`src/sv/sha1he_pkg.sv`:
```
// ---------------------------------------------------------------------------
// SHA-1 hash engine package
// Word type, initial chaining values, round constants and sequencing limits
// used by the SHA-1 hash engine.
// ---------------------------------------------------------------------------
package sha1he_pkg;

  // One 32-bit SHA-1 word.
  typedef logic [31:0] word_t;

  // Standard initial chaining values H0 to H4.
  localparam word_t H_INIT [5] = '{
    32'h67452301, 32'hEFCDAB89, 32'h98BADCFE, 32'h10325476, 32'hC3D2E1F0
  };

  // Round constants, one for each group of twenty rounds.
  localparam word_t K_ROUND [4] = '{
    32'h5A827999, 32'h6ED9EBA1, 32'h8F1BBCDC, 32'hCA62C1D6
  };

  // Round counter limits within one 64-byte block.
  localparam logic [6:0] ROUND_LAST = 7'd79;
  localparam logic [6:0] ROUND_G1   = 7'd20;
  localparam logic [6:0] ROUND_G2   = 7'd40;
  localparam logic [6:0] ROUND_G3   = 7'd60;

  // Byte position in a block at which the length field starts (448 bits).
  localparam logic [5:0] LEN_POS = 6'd56;

  // Bit length at which a further byte overflows the 64-bit length field.
  localparam logic [63:0] MAX_BIT_LEN = 64'hFFFF_FFFF_FFFF_FFF8;

  // Padding marker byte and the number of the last digest word.
  localparam logic [7:0] PAD_MARK  = 8'h80;
  localparam logic [2:0] WORD_LAST = 3'd4;

endpackage

```
`src/sv/sha1_hash_engine.sv`:
```
// ---------------------------------------------------------------------------
// SHA-1 hash engine
// Takes a message at most one byte per request and returns its SHA-1 digest as five
// 32-bit words, h0 first. A single round unit is reused for all 80 rounds.
// ---------------------------------------------------------------------------
//
//  Channel  | Direction | tdata           | tlast          | tuser
//  ---------+-----------+-----------------+----------------+----------------
//  s_axis   | in        | data_byte [7:0] | end_of_message | byte_present
//  m_axis   | out       | digest_word     | last_word      | length_overflow
//
// A byte request that neither completes a 64-byte block nor ends the message
// leaves the input ready. A byte that completes a block is followed by the
// shared round unit's rounds, then the chaining update. End of message pads
// one byte per cycle, pausing for each block compression (up to 72 bytes and
// two compressions), then offers the five digest words, one per accepted beat.
// Reset is asynchronous and active low; it clears control state and restores
// the initial chaining values at once. Input is not ready while busy.
//
module sha1_hash_engine
  import sha1he_pkg::*;
(
  input  logic        clk_i,
  input  logic        rst_ni,
  // Input byte stream.
  input  logic        s_axis_tvalid,
  output logic        s_axis_tready,
  input  logic [7:0]  s_axis_tdata,   // [7:0] data_byte
  input  logic        s_axis_tlast,   // end_of_message
  input  logic        s_axis_tuser,   // [0] byte_present
  // Digest word stream.
  output logic        m_axis_tvalid,
  input  logic        m_axis_tready,
  output logic [31:0] m_axis_tdata,   // [31:0] digest_word
  output logic        m_axis_tlast,   // last_word
  output logic        m_axis_tuser    // [0] length_overflow
);

  typedef enum logic [2:0] {
    ST_IDLE,
    ST_ROUND,
    ST_ADD,
    ST_PAD,
    ST_OUT
  } state_e;

  typedef enum logic [2:0] {
    PH_NONE,
    PH_MARK,
    PH_ZERO,
    PH_LEN,
    PH_DONE
  } phase_e;

  state_e      state_q;
  phase_e      phase_q;
  logic [6:0]  round_q;
  logic [5:0]  blk_cnt_q;
  logic [2:0]  len_idx_q;
  logic [2:0]  out_idx_q;
  logic [63:0] bit_len_q;
  logic        ovf_q;
  word_t       chain_q [5];
  word_t       work_q  [5];
  word_t       sched_q [16];
  logic [23:0] asm_q;

  logic        s_fire;
  logic        m_fire;
  logic        push_en;
  logic [7:0]  push_byte;
  logic [5:0]  cnt_nx;
  logic        blk_done;
  logic [5:0]  len_sel;
  word_t       f_val;
  word_t       k_val;
  word_t       temp;
  word_t       w_new;

  // Handshakes.
  assign s_axis_tready = (state_q == ST_IDLE);
  assign m_axis_tvalid = (state_q == ST_OUT);
  assign s_fire        = s_axis_tvalid && s_axis_tready;
  assign m_fire        = m_axis_tvalid && m_axis_tready;

  // Digest word offered from the chaining register selected by the word count.
  assign m_axis_tdata = chain_q[out_idx_q];
  assign m_axis_tlast = (out_idx_q == WORD_LAST);
  assign m_axis_tuser = ovf_q;

  // Byte push path, shared by message bytes and padding bytes.
  assign len_sel = {3'(3'd7 - len_idx_q), 3'b000};

  always_comb begin
    push_en   = 1'b0;
    push_byte = s_axis_tdata;
    if (state_q == ST_IDLE) begin
      push_en = s_fire && s_axis_tuser;
    end else if (state_q == ST_PAD) begin
      push_en = 1'b1;
      unique case (phase_q)
        PH_MARK: push_byte = PAD_MARK;
        PH_LEN:  push_byte = bit_len_q[len_sel +: 8];
        default: push_byte = 8'h00;
      endcase
    end
  end

  assign cnt_nx   = blk_cnt_q + 6'd1;
  assign blk_done = push_en && (cnt_nx == 6'd0);

  // Round function and constant for the current round.
  always_comb begin
    priority if (round_q < ROUND_G1) begin
      f_val = (work_q[1] & work_q[2]) | (~work_q[1] & work_q[3]);
      k_val = K_ROUND[0];
    end else if (round_q < ROUND_G2) begin
      f_val = work_q[1] ^ work_q[2] ^ work_q[3];
      k_val = K_ROUND[1];
    end else if (round_q < ROUND_G3) begin
      f_val = (work_q[1] & work_q[2]) | (work_q[1] & work_q[3]) |
              (work_q[2] & work_q[3]);
      k_val = K_ROUND[2];
    end else begin
      f_val = work_q[1] ^ work_q[2] ^ work_q[3];
      k_val = K_ROUND[3];
    end
  end

  // The window holds W[t] to W[t+15]; the word shifted in is W[t+16].
  assign temp  = {work_q[0][26:0], work_q[0][31:27]} + f_val + work_q[4] + k_val +
                 sched_q[0];
  assign w_new = sched_q[13] ^ sched_q[8] ^ sched_q[2] ^ sched_q[0];

  // Sequencer, counters, length tracking and chaining values.
  always_ff @(posedge clk_i or negedge rst_ni) begin
    if (!rst_ni) begin
      state_q   <= ST_IDLE;
      phase_q   <= PH_NONE;
      round_q   <= '0;
      blk_cnt_q <= '0;
      len_idx_q <= '0;
      out_idx_q <= '0;
      bit_len_q <= '0;
      ovf_q     <= 1'b0;
      for (int i = 0; i < 5; i++) begin
        chain_q[i] <= H_INIT[i];
      end
    end else begin
      if (push_en) begin
        blk_cnt_q <= cnt_nx;
      end
      unique case (state_q)
        ST_IDLE: begin
          if (s_fire) begin
            if (s_axis_tuser) begin
              if (bit_len_q == MAX_BIT_LEN) begin
                ovf_q <= 1'b1;
              end
              bit_len_q <= bit_len_q + 64'd8;
            end
            if (blk_done) begin
              state_q <= ST_ROUND;
              round_q <= '0;
              phase_q <= s_axis_tlast ? PH_MARK : PH_NONE;
            end else if (s_axis_tlast) begin
              state_q <= ST_PAD;
              phase_q <= PH_MARK;
            end
          end
        end
        ST_ROUND: begin
          round_q <= round_q + 7'd1;
          if (round_q == ROUND_LAST) begin
            state_q <= ST_ADD;
          end
        end
        ST_ADD: begin
          for (int i = 0; i < 5; i++) begin
            chain_q[i] <= chain_q[i] + work_q[i];
          end
          unique case (phase_q)
            PH_NONE: state_q <= ST_IDLE;
            PH_DONE: begin
              state_q   <= ST_OUT;
              out_idx_q <= '0;
            end
            default: state_q <= ST_PAD;
          endcase
        end
        ST_PAD: begin
          unique case (phase_q)
            PH_MARK: phase_q <= (cnt_nx == LEN_POS) ? PH_LEN : PH_ZERO;
            PH_ZERO: begin
              if (cnt_nx == LEN_POS) begin
                phase_q <= PH_LEN;
              end
            end
            PH_LEN: begin
              len_idx_q <= len_idx_q + 3'd1;
              if (len_idx_q == 3'd7) begin
                phase_q <= PH_DONE;
              end
            end
            default: phase_q <= PH_DONE;
          endcase
          if (blk_done) begin
            state_q <= ST_ROUND;
            round_q <= '0;
          end
        end
        ST_OUT: begin
          if (m_fire) begin
            out_idx_q <= out_idx_q + 3'd1;
            if (out_idx_q == WORD_LAST) begin
              state_q   <= ST_IDLE;
              phase_q   <= PH_NONE;
              len_idx_q <= '0;
              bit_len_q <= '0;
              ovf_q     <= 1'b0;
              for (int i = 0; i < 5; i++) begin
                chain_q[i] <= H_INIT[i];
              end
            end
          end
        end
        default: state_q <= ST_IDLE;
      endcase
    end
  end

  // Word assembly, message schedule window and working values.
  always_ff @(posedge clk_i) begin
    if (push_en) begin
      if (cnt_nx[1:0] == 2'b00) begin
        for (int i = 0; i < 15; i++) begin
          sched_q[i] <= sched_q[i+1];
        end
        sched_q[15] <= {asm_q, push_byte};
        asm_q       <= '0;
      end else begin
        asm_q <= {asm_q[15:0], push_byte};
      end
    end else if (state_q == ST_ROUND) begin
      for (int i = 0; i < 15; i++) begin
        sched_q[i] <= sched_q[i+1];
      end
      sched_q[15] <= {w_new[30:0], w_new[31]};
    end

    // Working values load from the chain when a block fills, then one round a cycle.
    if (blk_done) begin
      for (int i = 0; i < 5; i++) begin
        work_q[i] <= chain_q[i];
      end
    end else if (state_q == ST_ROUND) begin
      work_q[4] <= work_q[3];
      work_q[3] <= work_q[2];
      work_q[2] <= {work_q[1][1:0], work_q[1][31:2]};
      work_q[1] <= work_q[0];
      work_q[0] <= temp;
    end
  end

`ifndef SYNTHESIS
  // The input side is never open while a digest word is on offer.
  assert property (@(posedge clk_i) disable iff (!rst_ni)
    s_axis_tready |-> !m_axis_tvalid)
    else $error("input ready while a digest word is pending");

  // Rounds stay within one block's 80 rounds.
  assert property (@(posedge clk_i) disable iff (!rst_ni)
    (state_q == ST_ROUND) |-> (round_q <= ROUND_LAST))
    else $error("round counter beyond the last round");

  // Digest words are offered only on a block boundary after the length field.
  assert property (@(posedge clk_i) disable iff (!rst_ni)
    m_axis_tvalid |-> (blk_cnt_q == 6'd0) && (phase_q == PH_DONE))
    else $error("digest offered before padding finished");

  // The last digest word hands back to the input side at once.
  assert property (@(posedge clk_i) disable iff (!rst_ni)
    (m_axis_tvalid && m_axis_tready && m_axis_tlast) |=> s_axis_tready)
    else $error("engine not ready after the last digest word");
`endif

endmodule

```
`config.mk`:
```
export PLATFORM = sky130hd
export DESIGN_NAME = sha1_hash_engine
export DESIGN_NICKNAME = d
export VERILOG_FILES = /design/src/sv/sha1he_pkg.sv /design/src/sv/sha1_hash_engine.sv
export SDC_FILE = /design/constraint.sdc
export NUM_CORES = 2
export LEC_CHECK = 0
export BUFFER_PORTS_ARGS = -buffer_cell sky130_fd_sc_hd__buf_4
export CORE_UTILIZATION = 45
export CTS_BUF_LIST = sky130_fd_sc_hd__clkbuf_16
export CTS_CLUSTER_DIAMETER = 80
export DETAILED_ROUTE_END_ITERATION = 8
export GPL_ROUTABILITY_DRIVEN = 1
export PLACE_DENSITY_LB_ADDON = 0.15
export SLEW_MARGIN = 10
export SYNTH_ARGS = -nofsm -noshare
export SYNTH_HDL_FRONTEND = slang
export SYNTH_SLANG_ARGS = --single-unit
```
`constraint.sdc`:
```
create_clock -name clk_i -period 23.1 [get_ports clk_i]
set_input_delay 1.155 -clock clk_i [delete_from_list [all_inputs] [get_ports clk_i]]
set_output_delay 1.155 -clock clk_i [all_outputs]
set_load 0.01 [all_outputs]
```
==> results.yml <==
place:
  placedCellCount: 5544
  dpl_worst_slack_ns: 16.00
  io_buffers: 49
  gp_congestion: 0.937
  place.detailed.hpwl_mm: 88.1
die:
  initial_core_util_pct: 45.5
  die-area_mm2: 0.110
  std_cell_rows: 120
  die_w_um: 332
  io_pins: 50
  core_mm2: 0.107
  die-height_um: 332
finish:
  final_core_util_pct: 50.5
  finish.net_count: 4605
  fill_cells: 9428
  regArea_mm2: 0.0272
  multi_input_area_mm2: 0.0204
  drive_gt1_share_pct: 9.55
  syn2layout_area_growth_pct: 10.8
  fin_cells: 5736
  n_antenna_cell: 0
global_route:
  grt_max_degree: 201
  grtUsageTotal_pct: 22.9
  grt_pass1_wl_mm: 192
  grt-ovfl-total: 0
  grt_pass1_vias: 31137
  grt_antenna_before_repair: 1
clocking:
  path_clk_slew_ns: 0.06
  cts_tree: "done"
  cts.sinks: 943
  ctsHoldBuffers: 0
  clock_latency_ns: 0.71
  h-tree-depth: 3
  cts_made_buffers: 102
  cts.path.max_buffers: 3
  root_buffer: "clkbuf_16"
  cts_setup_buffers: 0
  cts_resized: 0
critical_path:
  worstSetupPathType: "flip-flop to flip-flop"
  critPathTopFamily: "compound AO/OA/AOI/OAI gates"
  crit_arrival_ns: 7.54
  crit_buf_inv: 6
  critPathMaxStageDelay_ns: 0.55
  start_kind: "flip-flop"
  worstPathMaxFanout: 14
  worstSetupEndpointType: "flip-flop"
  crit_required_ns: 23.52
  cpMaxStageDelayCell: "a311oi_1"
routing:
  num_vias: 32125
  drc: 0
  ant_nets: 0
  wl_per_cell_um: 21.9
  drt_iter0_markers: 2976
  first_pass_iters: 5
  viasPerCell: 5.60
  routed_wl_mm: 126
logic_synthesis:
  synth_top_area_share_pct: 42.7
  yosys-top-cells-area: "edfxtp_1, dfrtp_1, ha_1, fa_1, nand2_1"
  async_reset_ff_share_pct: 26.2
  synth_cell_types: 96
  synthCells: 4192
  synth_flop_cell: "edfxtp_1"
  yosysTopAreaCell: "edfxtp_1"
  synth_warnings: 0
  synth_area_mm2: 0.0489
  synth_edf_count: 696
  avgSynthCellArea_um2: 11.7
  ys_seq_area_share_pct: 55.6
  ys_ff_latch: 943
  syn_nets: 4552
  yosysMostFrequentCell: "edfxtp_1"
  synth_commonest_cells: "edfxtp_1, nand2_1, nor2_1"
flow_run:
  max_cap_violations: 0
timing:
  report.final.hold_viol_count: 0
  min_period_ns: 7.13
  skew_ns: 0.0393
  final_max_slew_viol_count: 0
  timing.final.crit_share_pct: 30.9
  tightestPinTransition_ns: 1.11
  setup_slack_ns: 15.97
  fmax_ghz: 0.140
  rsz0062_at_grt: "no"
  tns_ns: 0
  max_slew_margin_pct: 26.2
  setup_violations: 0
status:
  status: "completed"
hold_path:
  hold_class: "flip-flop to flip-flop"
-- final cells by class --
type	instances	share of cell area (%)
sequential	943	50.2
multi-input combinational	2892	37.7
clock buffer	103	4.76
tap	1403	3.24
inverter	221	1.53
clock inverter	89	1.37
timing repair buffer	85	1.21
-- worst reg2reg max path: cells and delay by family, from the launching register on --
kind / cells / cell delay [ns]
AND/OR/NAND/NOR: 4 / 1.16
flip-flops: 1 / 0.45
buffers and inverters: 6 / 0.71
adder cells (fa/ha/maj): 5 / 1.95
AO/OA/AOI/OAI: 10 / 2.44
XOR/XNOR: 1 / 0.13
-- layer usage --
metal,share of wire (%),track usage [%]
met4,2.9,7.47
met2,44,34.3
met5,0,0
met3,6.3,3.24
met1,47,34.1
-- path summary, 6_finish.rpt --
check	end	cells after the start	slack, ns	start
min in group asynchronous	chain_q[41]$_DFFE_PN0P_	1	0.45	rst_ni
worst min register to register	sched_q[0][10]$_DFFE_PP_	0	0.40	sched_q[0][42]$_DFFE_PP_
max in group asynchronous	blk_cnt_q[4]$_DFFE_PN0P_	3	20.65	rst_ni
worst min-delay path	sched_q[0][10]$_DFFE_PP_	0	0.40	sched_q[0][42]$_DFFE_PP_
worst max register to register	work_q[0][31]$_DFFE_PP_	26	15.97	round_q[5]$_DFFE_PN0P_
worst max-delay path	work_q[0][31]$_DFFE_PP_	26	15.97	round_q[5]$_DFFE_PN0P_
-- cells in the final DEF, fill, tap and decap left out, types with 120 or more instances in the layout --
master	instances
inv_1	234
dfrtp_1	166
ha_1	226
edfxtp_1	696
xnor2_1	181
o21ai_0	263
fa_1	120
nor2_1	313
nand2_1	628
xor2_1	123
a21oi_1	259
-- registers in the layout (all words and copies together), names as in the netlist --
name,count
sched_q,512
chain_q,160
work_q,160
bit_len_q,61
asm_q,24
round_q,7
blk_cnt_q,6
len_idx_q,3
out_idx_q,3
phase_q,3
state_q,3
m_axis_tuser,1
-- logic make-up after synthesis --
logic type                 synth area share [%]
AOI/OAI and AO/OA                          10.9
muxes                                      2.59
DFF                                        55.6
buffers and inverters                      2.77
xor gates and xnor gates                   5.45
adders and majority gates                  10.7
and+or+nand+nor                            12.0
-- per-stage QoR --
step,hold WS (ns),area (µm²)
after floorplan,0.400,48900
after global placement,0.400,50900
after detailed placement,0.405,50900
after CTS,0.409,54200
after global routing,0.415,54200
final,0.396,54200
Power is left out: the tool's default activity adds up to more than one toggle a clock period on the data nets, which glitch-free logic cannot reach.
